File: config.mk
export PLATFORM = sky130hd
export DESIGN_NAME = hevc_annexb_nal_classifier_top
export DESIGN_NICKNAME = d
export VERILOG_FILES = /design/src/hevcnal_pkg.sv /design/src/hevcnal_core.sv /design/src/hevcnal_rsp_buf.sv /design/src/hevc_annexb_nal_classifier_top.sv
export VERILOG_INCLUDE_DIRS = /design/src /design/src/src
export SDC_FILE = /design/constraint.sdc
export NUM_CORES = 1
export LEC_CHECK = 0
export ABC_AREA = 1
export BUFFER_PORTS_ARGS = -buffer_cell sky130_fd_sc_hd__buf_2
export CAP_MARGIN = 15
export CORE_MARGIN = 10
export CORE_UTILIZATION = 30
export CTS_CLUSTER_SIZE = 8
export DETAILED_ROUTE_END_ITERATION = 7
export PLACE_DENSITY = 0.49
export RECOVER_POWER = 100
export SETUP_SLACK_MARGIN = 0.2
export SLEW_MARGIN = 0
export SYNTH_ARGS = -nofsm -noshare
export SYNTH_HDL_FRONTEND = slang
export SYNTH_SLANG_ARGS = --single-unit
File: constraint.sdc
create_clock -name clock -period 6.4 [get_ports clock]
set_clock_uncertainty 0.1 [all_clocks]
set_input_delay 1.92 -clock clock [delete_from_list [all_inputs] [get_ports clock]]
set_output_delay 1.92 -clock clock [all_outputs]
set_load 0.02 [all_outputs]
File: src/assert_macros.svh
// ----------------------------------------------------------------------------
// Assertion macros
// Shared concurrent assertion wrappers, sampled on clock, off during reset.
// ----------------------------------------------------------------------------
`ifndef ASSERT_MACROS_SVH
`define ASSERT_MACROS_SVH

// condition must hold at every clock edge
`define ASSERT_ALWAYS(label, cond, msg) \
   label: assert property (@(posedge clock) disable iff (reset) (cond)) else $error(msg);

// consequent must hold in the same cycle as the antecedent
`define ASSERT_IMPLIES(label, ante, cons, msg) \
   label: assert property (@(posedge clock) disable iff (reset) (ante) |-> (cons)) \
      else $error(msg);

`endif

File: src/hevcnal_pkg.sv
// ----------------------------------------------------------------------------
// hevcnal_pkg
// Types and constants shared by the Annex B NAL classifier modules.
// ----------------------------------------------------------------------------
`timescale 1ns / 1ps
`default_nettype none

package hevcnal_pkg;

   localparam int unsigned MaxResults = 5;
   localparam int unsigned CountWidth = $clog2(MaxResults + 1);

   localparam logic [7:0] ByteZero  = 8'h00;
   localparam logic [7:0] ByteStart = 8'h01;

   localparam logic [5:0] KindIrapFirst = 6'd19;
   localparam logic [5:0] KindIrapLast  = 6'd21;
   localparam logic [5:0] KindVps       = 6'd32;
   localparam logic [5:0] KindSps       = 6'd33;
   localparam logic [5:0] KindPps       = 6'd34;

   typedef enum logic [1:0] {
      CLASS_OTHER = 2'd0,
      CLASS_VPS   = 2'd1,
      CLASS_SPS   = 2'd2,
      CLASS_PPS   = 2'd3
   } class_type;

   typedef struct packed {
      logic [7:0] out_byte;
      logic       in_nal;
      logic       nal_first;
      class_type  byte_class;
      logic [5:0] nal_kind;
      logic       unit_end;
      logic       key_unit;
      logic       csd_ready;
   } rsp_item_type;

   typedef struct packed {
      logic                            push;
      logic [CountWidth-1:0]           count;
      rsp_item_type [MaxResults-1:0]   items;
   } batch_type;

endpackage

`default_nettype wire

File: src/hevcnal_core.sv
// ----------------------------------------------------------------------------
// hevcnal_core
// Request register plus start code tracking; turns one request into a batch
// of zero to five tagged results.
// ----------------------------------------------------------------------------
`timescale 1ns / 1ps
`default_nettype none

module hevcnal_core (
   input  wire logic                   clock,
   input  wire logic                   reset,
   input  wire logic                   req_valid,
   output      logic                   req_stall,
   input  wire logic [7:0]             req_data_byte,
   input  wire logic                   req_last_byte,
   input  wire logic                   room,
   output      hevcnal_pkg::batch_type batch
);

   logic                    in_valid_ff, in_valid_in;
   logic [7:0]              in_byte_ff;
   logic                    in_last_ff;

   logic [1:0]              zero_cnt_ff, zero_cnt_in;
   logic                    await_ff, await_in;
   hevcnal_pkg::class_type  class_ff, class_in;
   logic [5:0]              kind_ff, kind_in;
   logic                    inside_ff, inside_in;
   logic                    first_done_ff, first_done_in;
   logic                    key_ff, key_in;
   logic [2:0]              seen_ff, seen_in;

   logic                    step_go;
   logic [5:0]              hdr_kind;
   hevcnal_pkg::class_type  hdr_class;
   logic                    key_next;
   logic [2:0]              seen_next;
   logic [2:0]              held_n;
   logic [2:0]              pre_n;
   logic                    pre_start;
   logic                    pre_first;
   logic                    tag_in_nal;
   hevcnal_pkg::class_type  tag_class;
   logic [5:0]              tag_kind;
   logic                    tail_en;
   logic [2:0]              total_n;

   assign req_stall   = in_valid_ff && !room;
   assign in_valid_in = req_stall ? in_valid_ff : req_valid;
   assign step_go     = in_valid_ff && room;
   assign hdr_kind    = in_byte_ff[6:1];
   assign held_n      = {1'b0, zero_cnt_ff} + {2'b00, await_ff};

   always_comb begin
      unique case (hdr_kind)
         hevcnal_pkg::KindVps: hdr_class = hevcnal_pkg::CLASS_VPS;
         hevcnal_pkg::KindSps: hdr_class = hevcnal_pkg::CLASS_SPS;
         hevcnal_pkg::KindPps: hdr_class = hevcnal_pkg::CLASS_PPS;
         default:              hdr_class = hevcnal_pkg::CLASS_OTHER;
      endcase
   end

   // step decode and next state
   always_comb begin
      key_next      = key_ff;
      seen_next     = seen_ff;
      pre_n         = 3'd0;
      pre_start     = 1'b0;
      pre_first     = 1'b0;
      tag_in_nal    = inside_ff;
      tag_class     = class_ff;
      tag_kind      = kind_ff;
      tail_en       = 1'b0;
      zero_cnt_in   = zero_cnt_ff;
      await_in      = await_ff;
      class_in      = class_ff;
      kind_in       = kind_ff;
      inside_in     = inside_ff;
      first_done_in = first_done_ff;

      priority if (await_ff) begin
         if (!first_done_ff) begin
            key_next = (hdr_kind >= hevcnal_pkg::KindIrapFirst) &&
                       (hdr_kind <= hevcnal_pkg::KindIrapLast);
         end
         if (key_next && hdr_class != hevcnal_pkg::CLASS_OTHER) begin
            seen_next = seen_ff | (3'b001 << (hdr_class - 2'd1));
         end
         pre_n         = held_n;
         pre_start     = 1'b1;
         pre_first     = 1'b1;
         tag_in_nal    = 1'b1;
         tag_class     = hdr_class;
         tag_kind      = hdr_kind;
         tail_en       = 1'b1;
         zero_cnt_in   = 2'd0;
         await_in      = 1'b0;
         class_in      = hdr_class;
         kind_in       = hdr_kind;
         inside_in     = 1'b1;
         first_done_in = 1'b1;
      end else if (in_byte_ff == hevcnal_pkg::ByteZero) begin
         if (zero_cnt_ff == 2'd3) begin
            pre_n = in_last_ff ? 3'd4 : 3'd1;
         end else begin
            pre_n       = in_last_ff ? {1'b0, zero_cnt_ff} + 3'd1 : 3'd0;
            zero_cnt_in = zero_cnt_ff + 2'd1;
         end
      end else if (in_byte_ff == hevcnal_pkg::ByteStart && zero_cnt_ff >= 2'd2) begin
         pre_n      = in_last_ff ? {1'b0, zero_cnt_ff} + 3'd1 : 3'd0;
         pre_start  = 1'b1;
         pre_first  = 1'b1;
         tag_in_nal = 1'b1;
         tag_class  = hevcnal_pkg::CLASS_OTHER;
         tag_kind   = 6'd0;
         await_in   = 1'b1;
      end else begin
         pre_n       = {1'b0, zero_cnt_ff};
         tail_en     = 1'b1;
         zero_cnt_in = 2'd0;
      end

      if (in_last_ff) begin
         zero_cnt_in   = 2'd0;
         await_in      = 1'b0;
         class_in      = hevcnal_pkg::CLASS_OTHER;
         kind_in       = 6'd0;
         inside_in     = 1'b0;
         first_done_in = 1'b0;
         key_in        = 1'b0;
      end else begin
         key_in        = key_next;
      end
      seen_in = seen_next;
   end

   assign total_n = pre_n + {2'b00, tail_en};

   // assemble the result batch
   always_comb begin
      batch.push  = step_go && total_n != 3'd0;
      batch.count = total_n;
      for (int i = 0; i < hevcnal_pkg::MaxResults; i++) begin
         batch.items[i].out_byte   = hevcnal_pkg::ByteZero;
         batch.items[i].nal_first  = 1'b0;
         batch.items[i].in_nal     = tag_in_nal;
         batch.items[i].byte_class = tag_class;
         batch.items[i].nal_kind   = tag_kind;
         if (3'(i) < pre_n) begin
            if (pre_start && 3'(i) == pre_n - 3'd1) begin
               batch.items[i].out_byte = hevcnal_pkg::ByteStart;
            end
            batch.items[i].nal_first = pre_first && i == 0;
         end else begin
            batch.items[i].out_byte = in_byte_ff;
         end
         batch.items[i].unit_end  = in_last_ff && 3'(i) == total_n - 3'd1;
         batch.items[i].key_unit  = batch.items[i].unit_end && key_next;
         batch.items[i].csd_ready = batch.items[i].unit_end && seen_next == 3'b111;
      end
   end

   always_ff @(posedge clock) begin
      if (reset) begin
         in_valid_ff   <= 1'b0;
         zero_cnt_ff   <= 2'd0;
         await_ff      <= 1'b0;
         class_ff      <= hevcnal_pkg::CLASS_OTHER;
         kind_ff       <= 6'd0;
         inside_ff     <= 1'b0;
         first_done_ff <= 1'b0;
         key_ff        <= 1'b0;
         seen_ff       <= 3'b000;
      end else begin
         in_valid_ff <= in_valid_in;
         if (step_go) begin
            zero_cnt_ff   <= zero_cnt_in;
            await_ff      <= await_in;
            class_ff      <= class_in;
            kind_ff       <= kind_in;
            inside_ff     <= inside_in;
            first_done_ff <= first_done_in;
            key_ff        <= key_in;
            seen_ff       <= seen_in;
         end
      end
   end

   always_ff @(posedge clock) begin
      if (req_valid && !req_stall) begin
         in_byte_ff <= req_data_byte;
         in_last_ff <= req_last_byte;
      end
   end

endmodule

`default_nettype wire

File: src/hevcnal_rsp_buf.sv
// ----------------------------------------------------------------------------
// hevcnal_rsp_buf
// Result queue: takes a batch of up to five results per cycle while it signals
// room, hands out one per cycle on the response channel while rsp_stall is low.
// ----------------------------------------------------------------------------
`timescale 1ns / 1ps
`default_nettype none

module hevcnal_rsp_buf #(
   parameter int unsigned DepthLog2 = 3
) (
   input  wire logic                      clock,
   input  wire logic                      reset,
   input  wire hevcnal_pkg::batch_type    batch,
   output      logic                      room,
   output      logic                      rsp_valid,
   input  wire logic                      rsp_stall,
   output      hevcnal_pkg::rsp_item_type rsp_item
);

   localparam int unsigned Depth      = 1 << DepthLog2;
   localparam int unsigned RoomLimit  = Depth - hevcnal_pkg::MaxResults;

   hevcnal_pkg::rsp_item_type mem_ff [Depth];
   logic [DepthLog2-1:0]      wr_ptr_ff, wr_ptr_in;
   logic [DepthLog2-1:0]      rd_ptr_ff, rd_ptr_in;
   logic [DepthLog2:0]        count_ff, count_in;
   logic [DepthLog2:0]        push_n;
   logic                      pop;

   assign rsp_valid = count_ff != '0;
   assign rsp_item  = mem_ff[rd_ptr_ff];
   assign pop       = rsp_valid && !rsp_stall;
   assign room      = count_ff <= (DepthLog2 + 1)'(RoomLimit);
   assign push_n    = batch.push ? (DepthLog2 + 1)'(batch.count) : '0;
   assign wr_ptr_in = wr_ptr_ff + push_n[DepthLog2-1:0];
   assign rd_ptr_in = rd_ptr_ff + DepthLog2'(pop);
   assign count_in  = count_ff + push_n - (DepthLog2 + 1)'(pop);

   always_ff @(posedge clock) begin
      if (reset) begin
         wr_ptr_ff <= '0;
         rd_ptr_ff <= '0;
         count_ff  <= '0;
      end else begin
         wr_ptr_ff <= wr_ptr_in;
         rd_ptr_ff <= rd_ptr_in;
         count_ff  <= count_in;
      end
   end

   always_ff @(posedge clock) begin
      for (int i = 0; i < hevcnal_pkg::MaxResults; i++) begin
         if (batch.push && hevcnal_pkg::CountWidth'(i) < batch.count) begin
            mem_ff[wr_ptr_ff + DepthLog2'(i)] <= batch.items[i];
         end
      end
   end

endmodule

`default_nettype wire

File: src/hevc_annexb_nal_classifier_top.sv
// Path: requests are registered, then their results go through the result queue;
//   zeros wait for a byte ending the run, start codes for the header or last byte.
// Throughput: one request per cycle on plain data while the result queue has room;
//   one result per cycle out while rsp_stall is low. The 2^BUF_DEPTH_LOG2 entry
//   result queue stalls requests when it cannot take a full batch of five.
// Reset: synchronous; clears all tracking state, sticky seen flags and queue.
// ----------------------------------------------------------------------------
// hevc_annexb_nal_classifier_top
// H.265 Annex B start code parser tagging each byte with its NAL class.
// ----------------------------------------------------------------------------
`timescale 1ns / 1ps
`default_nettype none
`include "assert_macros.svh"

module hevc_annexb_nal_classifier_top #(
   parameter int unsigned BUF_DEPTH_LOG2 = 3
) (
   input  wire logic       clock,
   input  wire logic       reset,
   input  wire logic       req_valid,
   output      logic       req_stall,
   input  wire logic [7:0] req_data_byte,
   input  wire logic       req_last_byte,
   output      logic       rsp_valid,
   input  wire logic       rsp_stall,
   output      logic [7:0] rsp_out_byte,
   output      logic       rsp_in_nal,
   output      logic       rsp_nal_first,
   output      logic [1:0] rsp_byte_class,
   output      logic [5:0] rsp_nal_kind,
   output      logic       rsp_unit_end,
   output      logic       rsp_key_unit,
   output      logic       rsp_csd_ready
);

   hevcnal_pkg::batch_type    batch;
   hevcnal_pkg::rsp_item_type head;
   logic                      room;

   hevcnal_core u_core (
      .clock         (clock),
      .reset         (reset),
      .req_valid     (req_valid),
      .req_stall     (req_stall),
      .req_data_byte (req_data_byte),
      .req_last_byte (req_last_byte),
      .room          (room),
      .batch         (batch)
   );

   hevcnal_rsp_buf #(
      .DepthLog2 (BUF_DEPTH_LOG2)
   ) u_rsp_buf (
      .clock     (clock),
      .reset     (reset),
      .batch     (batch),
      .room      (room),
      .rsp_valid (rsp_valid),
      .rsp_stall (rsp_stall),
      .rsp_item  (head)
   );

   assign rsp_out_byte   = head.out_byte;
   assign rsp_in_nal     = head.in_nal;
   assign rsp_nal_first  = head.nal_first;
   assign rsp_byte_class = head.byte_class;
   assign rsp_nal_kind   = head.nal_kind;
   assign rsp_unit_end   = head.unit_end;
   assign rsp_key_unit   = head.key_unit;
   assign rsp_csd_ready  = head.csd_ready;

   `ASSERT_IMPLIES(a_first_is_zero, rsp_valid && rsp_nal_first,
      rsp_in_nal && rsp_out_byte == hevcnal_pkg::ByteZero, "start code head not a zero in NAL")
   `ASSERT_IMPLIES(a_summary_on_end, rsp_valid && !rsp_unit_end,
      !rsp_key_unit && !rsp_csd_ready, "unit summary outside unit end")
   `ASSERT_ALWAYS(a_batch_bound,
      !batch.push || (batch.count != '0 && batch.count <= 3'(hevcnal_pkg::MaxResults)),
      "result batch size out of range")

endmodule

`default_nettype wire

==> results.py, run 1 <==
metrics = {
    "worst_setup_path": {
        "cp_top_family": "buffers and inverters",
        "critical_path_class": "flop to output pin",
        "cpPeakStageDelay_ns": 1.29,
        "cp.buffers_inverters": 2,
        "crit_arrival_ns": 3.62,
        "startpoint_type": "flop",
        "end_kind": "output pin",
        "crit_fanout": 85,
        "cp.required_ns": 4.38,
        "critPathSlowestCell": "clkbuf_2",
        "path_cells": "clkbuf_2, o21ai_0, o22ai_1, nor2_1, a31oi_1, clkbuf_1",
    },
    "global_route": {
        "grt_usage": 0.1960,
        "overflow": 0,
        "grt_pass1_vias": 11220,
        "grt_max_degree": 86,
        "antenna_found_initial": 0,
        "grt_first_pass_wirelength_um": 73800,
    },
    "yosys": {
        "synth_compound_area_frac": 0.1498,
        "synthFlopType": "edfxtp_1",
        "synth-edff-count": 169,
        "netlist_area_um2": 12390,
        "synthXorXnorAreaFrac": 0.002827,
        "ys_top_cells_by_area": "edfxtp_1 41%, nor2_1 11%, nand2_1 8.5%, dfxtp_1 5.7%, inv_1 5.1%",
        "synth-seq-cells": 204,
        "synth_cell_types": 54,
        "yosysTopAreaCell": "edfxtp_1",
        "synthAdderAreaFrac": 0.02040,
        "syn_nets": 1628,
        "yosysWarningCount": 0,
        "synth_top_area_share": 0.4095,
        "postSynthCellCount": 1596,
        "synth_simple_gate_area_share": 0.2878,
        "synth_top_family_by_area": "simple AND/OR/NAND/NOR gates",
        "async_flop_share": 0,
        "avgSynthCellArea_um2": 7.764,
        "yosysSeqAreaShare": 0.4661,
        "synth_mux_area_frac": 0,
    },
    "clock_network": {
        "clock_latency_ns": 0.56,
        "cts_tree": "yes",
        "clk_pin_slew_worst_paths_ns": 0.05,
        "ctsResizeCount": 0,
        "clockRootBuffer": "clkbuf_16",
        "htree_levels": 1,
        "cts.sinks": 204,
        "post_cts_buffers": 0,
        "numCtsBuffers": 30,
        "clock_path_buffers": 3,
        "cts_hold_buf": 0,
    },
    "floorplan": {
        "core_area_um2": 40830,
        "die_area_um2": 49840,
        "start_util": 0.3035,
        "io-pin-count": 36,
        "die_x_um": 223.2,
        "row_count": 74,
        "die_h_um": 223.2,
    },
    "routing": {
        "drc": 0,
        "vias": 11690,
        "antenna_left": 0,
        "wl_um": 50490,
        "via_per_inst": 5.342,
        "dr.pass1.iters": 8,
        "drt_iter0_markers": 1378,
        "wl_per_cell_um": 23.06,
    },
    "run_status": {
        "status": "complete, but fails checks",
        "violations": "capacitance limit, slew limit",
    },
    "placement": {
        "io_buffers": 35,
        "place_inst": 2134,
        "gp_congestion": 1.028,
        "hpwl_um": 37130,
    },
    "sta": {
        "max_freq_ghz": 0.1774,
        "hold_violations": 0,
        "worst_pin_slew_ns": 1.894,
        "drv_slew": 86,
        "finalSetupViolCount": 0,
        "setup_tns_ns": 0,
        "max_slew_margin": -0.2627,
        "rsz0062_at_grt": "no",
        "period_share": 0.8808,
        "min_period_ns": 5.637,
    },
    "finish": {
        "drive_gt1_frac": 0.07302,
        "n_fill_cell": 4294,
        "diodes": 0,
        "syn_to_final_growth_pct": 12.79,
        "num-nets-final": 1666,
        "fin_cells": 2189,
    },
    "hold_path": {
        "hp-class": "flop to flop",
    },
    "flow_run": {
        "cap_violations": 1,
    },
    "pwr": {
        "peakVddDrop_mv": 0.3428,
        "p_per_area_nw_per_um2": 350.7,
        "p_leak_nw": 5.568,
    },
}
## power by group
part	switching [mW]	internal, mW	total [mW]
Sequential	0.0502	1.55	1.60
Combinational	1.38	0.388	1.77
Clock	0.590	0.950	1.54
## cells in the final DEF (no fill, tap or decap), types with 4 or more instances in the layout
master	instances
nor2_1	376
nand2_1	281
inv_1	169
edfxtp_1	169
o21ai_0	115
nand3_1	90
a21oi_1	76
o22ai_1	60
clkbuf_1	47
dfxtp_1	33
clkbuf_16	30
a31oi_1	25
o211ai_1	21
ha_1	17
buf_4	17
nand4_1	13
nor3_1	12
nor2_2	11
buf_2	11
nand2_2	9
nor2_4	8
nand2_4	7
a22oi_1	5
inv_2	4
clkinv_1	4
o21bai_1	4
## registers in the layout, indices dropped and copies added, names as in the netlist
name,count
u_rsp_buf.mem_ff,168
u_core.class_ff,2
u_rsp_buf.wr_ptr_ff,3
u_core.seen_ff,3
u_rsp_buf.count_ff,4
u_core.kind_ff,6
u_core.await_ff,1
u_rsp_buf.rd_ptr_ff,3
u_core.zero_cnt_ff,2
u_core.key_ff,1
u_core.inside_ff,1
u_core.in_valid_ff,1
u_core.in_last_ff,1
u_core.in_byte_ff,8
## area by class of cell
| class | instances | area (um^2) | area share |
|---|---|---|---|
| Clock buffer | 51 | 829.5 | 0.05935 |
| Multi-Input combinational cell | 1164 | 5647 | 0.4040 |
| Tap cell | 532 | 665.6 | 0.04762 |
| Inverter | 178 | 670.6 | 0.04798 |
| Sequential cell | 204 | 5778 | 0.4134 |
| Clock inverter | 4 | 81.33 | 0.005819 |
| Timing Repair Buffer | 56 | 305.3 | 0.02184 |
## final timing paths
kind | start | endpoint | slack (ns) | cells after the start
setup reg to reg | u_core.zero_cnt_ff[0] | u_rsp_buf.mem_ff[3][5] | 0.81 | 27
hold / removal | u_core.class_ff[1] | u_core.class_ff[1] | 0.36 | 2
hold reg to reg | u_core.class_ff[1] | u_core.class_ff[1] | 0.36 | 2
setup / recovery | u_rsp_buf.rd_ptr_ff[0] | rsp_out_byte[6] | 0.76 | 6
## per-stage QoR
stage / area (um^2) / utilization / hold slack (ns) / total power, mW / worst slack (ns)
after floorplan: 12390 / - / 0.3450 / 2.683 / 1.959
after global placement: 13180 / 0.3227 / 0.3568 / 3.423 / 1.303
after detailed placement: 13180 / 0.3227 / 0.3553 / 3.410 / 1.200
after CTS: 14090 / 0.3450 / 0.3638 / 4.965 / 1.200
after global routing: 13980 / 0.3423 / 0.3843 / 5.143 / 0.3846
final: 13980 / 0.3423 / 0.3627 / 4.902 / 0.7627
## kinds of logic (layout without fill, tap and decap cells)
group                    after synthesis  in the layout
adder cells (fa/ha/maj)               19             19
XOR/XNOR                               4              4
flip-flops                           204            204
AO/OA/AOI/OAI                        320            320
AND/OR/NAND/NOR                      821            821
buffers and inverters                228            289
## tightest hold or removal path, cell delays in order, from the launching register on
cell and delay [ns]:
dfxtp_1 0.31, nand2_1 0.06, a21oi_1 0.05
## layer usage
metal,wire length [um],vias to the layer above,part of all wire,global-route usage
met5,0,-,0,0
met4,2486,0,0.049,0.09459
met3,3689,124,0.073,0.02720
met2,23500,544,0.47,0.3212
met1,20810,5575,0.41,0.2489
li1,-,5451,-,-
## Yosys cell counts, types with 4 or more instances
master and count:
nor2_4 8, nor2_1 375, inv_1 167, inv_2 6, nor3_1 12, buf_2 7, nand2_1 279, o21ai_0 112
o211ai_1 21, nand4_1 11, nand2_2 11, o22ai_1 60, edfxtp_1 169, a22oi_1 5, nand3_1 87, nand3_2 5
dfxtp_1 35, ha_1 17, nand2_4 7, nor2_2 12, a31oi_1 25, clkbuf_1 37, a21oi_1 76, clkinv_1 4
o21bai_1 4
Power figures use the tool's default switching activity.
==> run 2, diff against run 1 <==
- RECOVER_POWER: 100 -> default
==> run 2 against run 1 <==
Compared with the run above:
- the run now ends clean
- sequential power about the same
- register-to-register slack better by 0.37 ns
- via count shrank 0.26%
- final area increased by 0.80%
- utilization is 0.27 points higher
- sequential share of layout area is 0.33 points lower
- critical path type is now flop to flop
- die area unchanged
==> results.py, run 2 (synthesized netlist as in run 1, its figures left out) <==
metrics = {
    "worst_setup_path": {
        "cp_top_family": "simple AND/OR/NAND/NOR gates",
        "critPathSlowestCell": "inv_1",
        "r2r-start": "u_core.in_byte_ff[1]",
        "path_cells": "inv_1, nand2_1, nor2_1, nand3_4, inv_1, nand2_1, nand3_1, a21oi_2, buf_4, ha_1, ha_1, nor2_1, ha_1, nor2_1, buf_4, nand3_2, buf_4, nand2_2, nand2_1, inv_1, nor2_2, inv_1",
        "end_kind": "flop",
        "startpoint_type": "flop",
        "crit_top_cell": "inv_1",
        "cp.buffers_inverters": 7,
        "crit_arrival_ns": 5.31,
        "cpPeakStageDelay_ns": 0.47,
        "cp.required_ns": 6.49,
        "crit_fanout": 20,
        "critical_path_class": "flop to flop",
        "cp-startpoint": "u_core.in_byte_ff[1]",
    },
    "placement": {
        "hpwl_um": 37130,
        "io_buffers": 35,
        "gp_congestion": 1.028,
        "pre_cts_slack_ns": 1.200,
    },
    "sta": {
        "max_freq_ghz": 0.1915,
        "setup_tns_ns": 0,
        "worst_pin_slew_ns": 1.279,
        "drv_slew": 0,
        "rsz0062_at_grt": "no",
        "max_slew_margin": 0.1444,
        "finalSetupViolCount": 0,
        "finalWorstSetupSlack_ns": 1.179,
        "period_share": 0.8158,
        "min_period_ns": 5.221,
        "hold_violations": 0,
    },
    "clock_network": {
        "clock_latency_ns": 0.56,
        "numCtsBuffers": 30,
        "ctsResizeCount": 0,
        "cts_tree": "yes",
        "clock_path_buffers": 3,
        "cts.sinks": 204,
        "htree_levels": 1,
        "clk_pin_slew_worst_paths_ns": 0.05,
        "post_cts_buffers": 0,
        "cts_hold_buf": 0,
        "clockRootBuffer": "clkbuf_16",
    },
    "floorplan": {
        "die_h_um": 223.2,
        "die_x_um": 223.2,
        "die_area_um2": 49840,
        "start_util": 0.3035,
        "row_count": 74,
        "core_area_um2": 40830,
        "io-pin-count": 36,
    },
    "global_route": {
        "grt_pass1_vias": 11220,
        "grt_first_pass_wirelength_um": 73800,
        "antenna_found_initial": 0,
        "overflow": 0,
        "grt_max_degree": 86,
        "grt_usage": 0.1960,
    },
    "pwr": {
        "p_per_area_nw_per_um2": 350.3,
        "peakVddDrop_mv": 0.2894,
        "p_total_mw": 4.935,
        "p_leak_nw": 5.679,
    },
    "routing": {
        "wl_um": 50480,
        "via_per_inst": 5.328,
        "vias": 11660,
        "antenna_left": 0,
        "drc": 0,
        "dr.pass1.iters": 6,
        "drt_iter0_markers": 1329,
        "wl_per_cell_um": 23.06,
    },
    "finish": {
        "mostFrequentLayoutCells": "375 x nor2_1, 279 x nand2_1, 169 x edfxtp_1, 166 x inv_1, 112 x o21ai_0",
        "multi_input_area_um2": 5718,
        "n_fill_cell": 4277,
        "num-nets-final": 1666,
        "diodes": 0,
        "largest-register": "u_rsp_buf.mem_ff",
        "post-route-util": 0.3450,
        "largest_registers": "u_rsp_buf.mem_ff x168, u_core.in_byte_ff x8, u_core.kind_ff x6",
        "final_common_cell": "nor2_1",
        "syn_to_final_growth_pct": 13.69,
        "final-seq-area_um2": 5778,
        "drive_gt1_frac": 0.09716,
        "largest_reg_flops": 168,
    },
    "hold_path": {
        "hp-class": "flop to flop",
        "min_from": "u_core.class_ff[1]",
    },
    "flow_run": {
        "cap_violations": 0,
    },
    "run_status": {
        "status": "complete, no violations",
    },
}
-- run 2: layer usage --
metal  global-route usage  share of wire
met1               0.2489           0.41
met5                    0              0
met4              0.09459          0.051
met2               0.3212           0.46
met3              0.02720          0.072
-- run 2: layout make-up --
class / instances / share of cell area
inverter: 178 / 0.04760
tap: 532 / 0.04725
multi-input combinational: 1164 / 0.4059
clock inverter: 4 / 0.005773
timing repair buffer: 56 / 0.02451
clock buffer: 51 / 0.05888
sequential: 204 / 0.4101
-- run 2: worst reg2reg max path, stage by stage (launching register included) --
cell and delay [ns]:
edfxtp_1 0.43, inv_1 0.18, nand2_1 0.07, nor2_1 0.17
nand3_4 0.14, inv_1 0.12, nand2_1 0.06, nand3_1 0.12
a21oi_2 0.06, buf_4 0.19, ha_1 0.21, ha_1 0.35
nor2_1 0.20, ha_1 0.17, nor2_1 0.04, buf_4 0.19
nand3_2 0.08, buf_4 0.23, nand2_2 0.35, nand2_1 0.44
inv_1 0.10, nor2_2 0.38, inv_1 0.48
-- run 2: final timing paths --
kind / end / slack (ns) / depth (start not counted)
worst max-delay path: u_rsp_buf.mem_ff[5][14] / 1.18 / 22
worst min-delay path: u_core.class_ff[1] / 0.36 / 2
worst max register to register: u_rsp_buf.mem_ff[5][14] / 1.18 / 22
worst min register to register: u_core.class_ff[1] / 0.36 / 2
-- run 2: power breakdown --
group | leakage, nW | internal [mW] | total, mW | switching [mW]
Clock | 0.434 | 0.950 | 1.54 | 0.592
Combinational | 3.38 | 0.414 | 1.80 | 1.38
Sequential | 1.87 | 1.55 | 1.60 | 0.0508
-- run 2: per-stage QoR --
step,hold WS (ns),cells,instance area [um^2]
after global routing,0.3843,2189,14090
final,0.3621,2189,14090
after global placement,0.3568,2134,13180
after floorplan,0.3450,1596,12390
after detailed placement,0.3553,2134,13180
after CTS,0.3638,2189,14090
==> run 3, diff against run 2 <==
- ABC_AREA: 1 -> 0
- clock period: 6.4 -> 5.2 ns (I/O delays scaled with it)
==> run 3 against run 2 <==
Compared with the run above:
- global-route usage decreased by 4.0 points
- register-to-register slack got worse by 0.88 ns
- non-clock buffer count increased by 83
- final area decreased by 1.1%
- final cell count decreased by 25%
- sequential share of layout area increased by 0.47 points
- via count decreased by 23%
- flip-flop and latch count unchanged
- critical path depth decreased by 1
- critical path type unchanged
- critical endpoint is now u_rsp_buf.mem_ff[3][14]
- largest cell class unchanged
==> results.py, run 3 <==
metrics = {
    "global_route": {
        "grtUsageMet3": 0.02200,
        "met2_usage": 0.2535,
        "grt_first_pass_wirelength_um": 56460,
        "grt_usage": 0.1560,
        "grt_use_met1": 0.2125,
        "overflow": 0,
        "grt_pass1_vias": 8850,
        "grt_max_degree": 35,
        "antenna_found_initial": 0,
        "top_usage_layer": "met2",
    },
    "yosys": {
        "yosysSeqAreaShare": 0.5112,
        "yosysTopAreaCell": "edfxtp_1",
        "async_flop_share": 0,
        "synth_commonest_cells": "169 x edfxtp_1, 153 x nor2_1, 62 x nand2_1",
        "synth-edff-count": 169,
        "syn_nets": 1038,
        "avgSynthCellArea_um2": 11.23,
        "netlist_area_um2": 11300,
        "synth-seq-cells": 204,
        "synthFlopType": "edfxtp_1",
        "synth_most_common_cell": "edfxtp_1",
        "yosysWarningCount": 0,
        "synth_cell_types": 86,
        "synth_top_area_share": 0.4492,
        "ys_top_cells_by_area": "edfxtp_1 45%, mux4_2 8.4%, dfxtp_1 6.2%, nor2_1 5.1%, nand3_1 2.4%",
        "postSynthCellCount": 1006,
    },
    "floorplan": {
        "core_area_um2": 37400,
        "start_util": 0.3021,
        "row_count": 71,
        "die_area_um2": 45820,
        "die_h_um": 214.1,
        "io-pin-count": 36,
        "die_x_um": 214.1,
    },
    "finish": {
        "largest-register": "u_rsp_buf.mem_ff",
        "num-nets-final": 1147,
        "final_common_cell": "edfxtp_1",
        "post-route-util": 0.3727,
        "diodes": 0,
        "drive_gt1_frac": 0.2757,
        "largest_registers": "u_rsp_buf.mem_ff x168, u_core.in_byte_ff x8, u_core.kind_ff x6",
        "syn_to_final_growth_pct": 23.37,
        "n_fill_cell": 3681,
        "largest_reg_flops": 168,
        "mostFrequentLayoutCells": "169 x edfxtp_1, 151 x nor2_1, 95 x buf_4, 57 x nand2_1, 53 x nand3_1",
    },
    "worst_setup_path": {
        "path_cells": "or4_4, nor2_4, a41o_1, or2_4, inv_4, ha_4, ha_4, and4b_1, nand4_1, o211a_4, inv_8, ha_4, or4b_4, a31o_4, a211oi_4, buf_6, nand2_2, o2111ai_4, nor2_4, clkinvlp_4, clkbuf_16",
        "rrSetupSlack_ns": 0.30,
        "startpoint_type": "flop",
        "crit_arrival_ns": 5.07,
        "cp.buffers_inverters": 5,
        "cp-startpoint": "u_core.in_byte_ff[2]",
        "cp.required_ns": 5.37,
        "end_kind": "flop",
        "crit_fanout": 10,
        "cp_top_family": "simple AND/OR/NAND/NOR gates",
        "cpPeakStageDelay_ns": 0.59,
        "critPathSlowestCell": "or4_4",
        "critical_path_class": "flop to flop",
        "r2r_cells": 21,
        "crit_top_cell": "ha_4",
        "crit_end": "u_rsp_buf.mem_ff[3][14]",
        "r2r-start": "u_core.in_byte_ff[2]",
        "crit_cells": 21,
        "reg2reg_to": "u_rsp_buf.mem_ff[3][14]",
    },
    "sta": {
        "whs_ns": 0.3731,
        "setup_tns_ns": 0,
        "worst_pin_slew_ns": 1.207,
        "max_slew_margin": 0.1953,
        "min_period_ns": 4.901,
        "period_share": 0.9426,
        "rsz0062_at_grt": "yes",
        "finalSetupViolCount": 0,
        "drv_slew": 0,
        "max_freq_ghz": 0.2040,
        "hold_violations": 0,
    },
    "pwr": {
        "p_leak_nw": 4.870,
        "p_per_area_nw_per_um2": 346.8,
        "peakVddDrop_mv": 0.2569,
        "p_total_mw": 4.833,
    },
    "clock_network": {
        "clk_pin_slew_worst_paths_ns": 0.05,
        "clock_latency_ns": 0.56,
        "cts.sinks": 204,
        "clockRootBuffer": "clkbuf_16",
        "numCtsBuffers": 30,
        "clock_path_buffers": 3,
        "cts_hold_buf": 0,
        "cts_tree": "yes",
        "htree_levels": 1,
    },
    "placement": {
        "io_buffers": 35,
        "hpwl_um": 26690,
        "gp_congestion": 0.9373,
    },
    "routing": {
        "dr.pass1.iters": 5,
        "via_per_inst": 5.472,
        "antenna_left": 0,
        "drt_iter0_markers": 843,
        "drc": 0,
        "wl_um": 37360,
        "wl_per_cell_um": 22.64,
        "vias": 9029,
    },
    "flow_run": {
        "cap_violations": 0,
    },
    "hold_path": {
        "hp-class": "flop to flop",
    },
    "run_status": {
        "status": "complete, no violations",
    },
}
==> run 3: changes by cell type after synthesis, sizes merged, moves of 39 or more <==
cell,previous run,this run
mux4,0,42
inv,174,35
nand2,298,62
o21ai,115,27
nand3,94,55
nor2,396,156
==> run 3: worst min-delay path by stage <==
stage,from,end,cells after the start
floorplan,u_core.seen_ff[1],u_core.seen_ff[1],2
global placement,u_core.key_ff,u_core.key_ff,2
detailed placement,u_core.kind_ff[2],u_core.kind_ff[2],2
CTS,u_core.key_ff,u_core.key_ff,2
global route,u_core.seen_ff[1],u_core.seen_ff[1],2
finish,u_core.key_ff,u_core.key_ff,2
==> run 3: what timing repair did <==
action                     CTS  global route
pin swaps                    3            15
setup buffers                6            12
gates resized for setup     11            14
setup endpoints to repair  164           251
cloned                       3             1
==> run 3: routing by layer <==
layer,vias to the layer above,share of wire
met5,-,0
met4,0,0.030
met2,332,0.47
li1,4092,-
met3,75,0.060
met1,4530,0.44
==> run 3: per-stage QoR <==
stage / cell area, um^2 / std cells / setup WS, ns
after detailed placement: 12720 / 1571 / 0.004829
after global placement: 12720 / 1571 / 0.06419
final: 13940 / 1650 / 0.2985
after global routing: 13940 / 1650 / 0.1296
after CTS: 13750 / 1636 / 0.1848
after floorplan: 11540 / 1006 / 0.08619
==> run 3: kinds of logic (layout without fill, tap and decap cells) <==
logic type | count (synthesis) | after routing | share of synthesized area
muxes | 82 | 82 | 0.1217
AOI/OAI and AO/OA | 200 | 200 | 0.1266
xor gates and xnor gates | 12 | 12 | 0.009303
and+or+nand+nor | 389 | 389 | 0.1727
DFF | 204 | 204 | 0.5112
buffers and inverters | 100 | 233 | 0.03611
adders and majority gates | 19 | 19 | 0.02237
==> run 3: area by class of cell <==
cell class	instances	area [um^2]	share of cell area
clock buffers	53	857.1	0.06150
clock inverters	3	38.79	0.002783
inverters	36	200.2	0.01436
multi-input cells	702	5363	0.3848
flip-flops and latches	204	5782	0.4148
well taps	511	639.4	0.04587
repair buffers	139	1041	0.07469
repair inverters	2	16.27	0.001167
==> run 3: where the power goes <==
group	total, mW	internal (mW)	switching (mW)
Combinational	1.06	0.466	0.589
Clock	1.83	1.10	0.721
Sequential	1.95	1.83	0.125
Total	4.83	3.40	1.44
==> run 3: worst min-delay path, cell delays in order, from the launching register on <==
cell and delay, ns:
dfxtp_1 0.32, nand2_1 0.05, a21oi_1 0.05
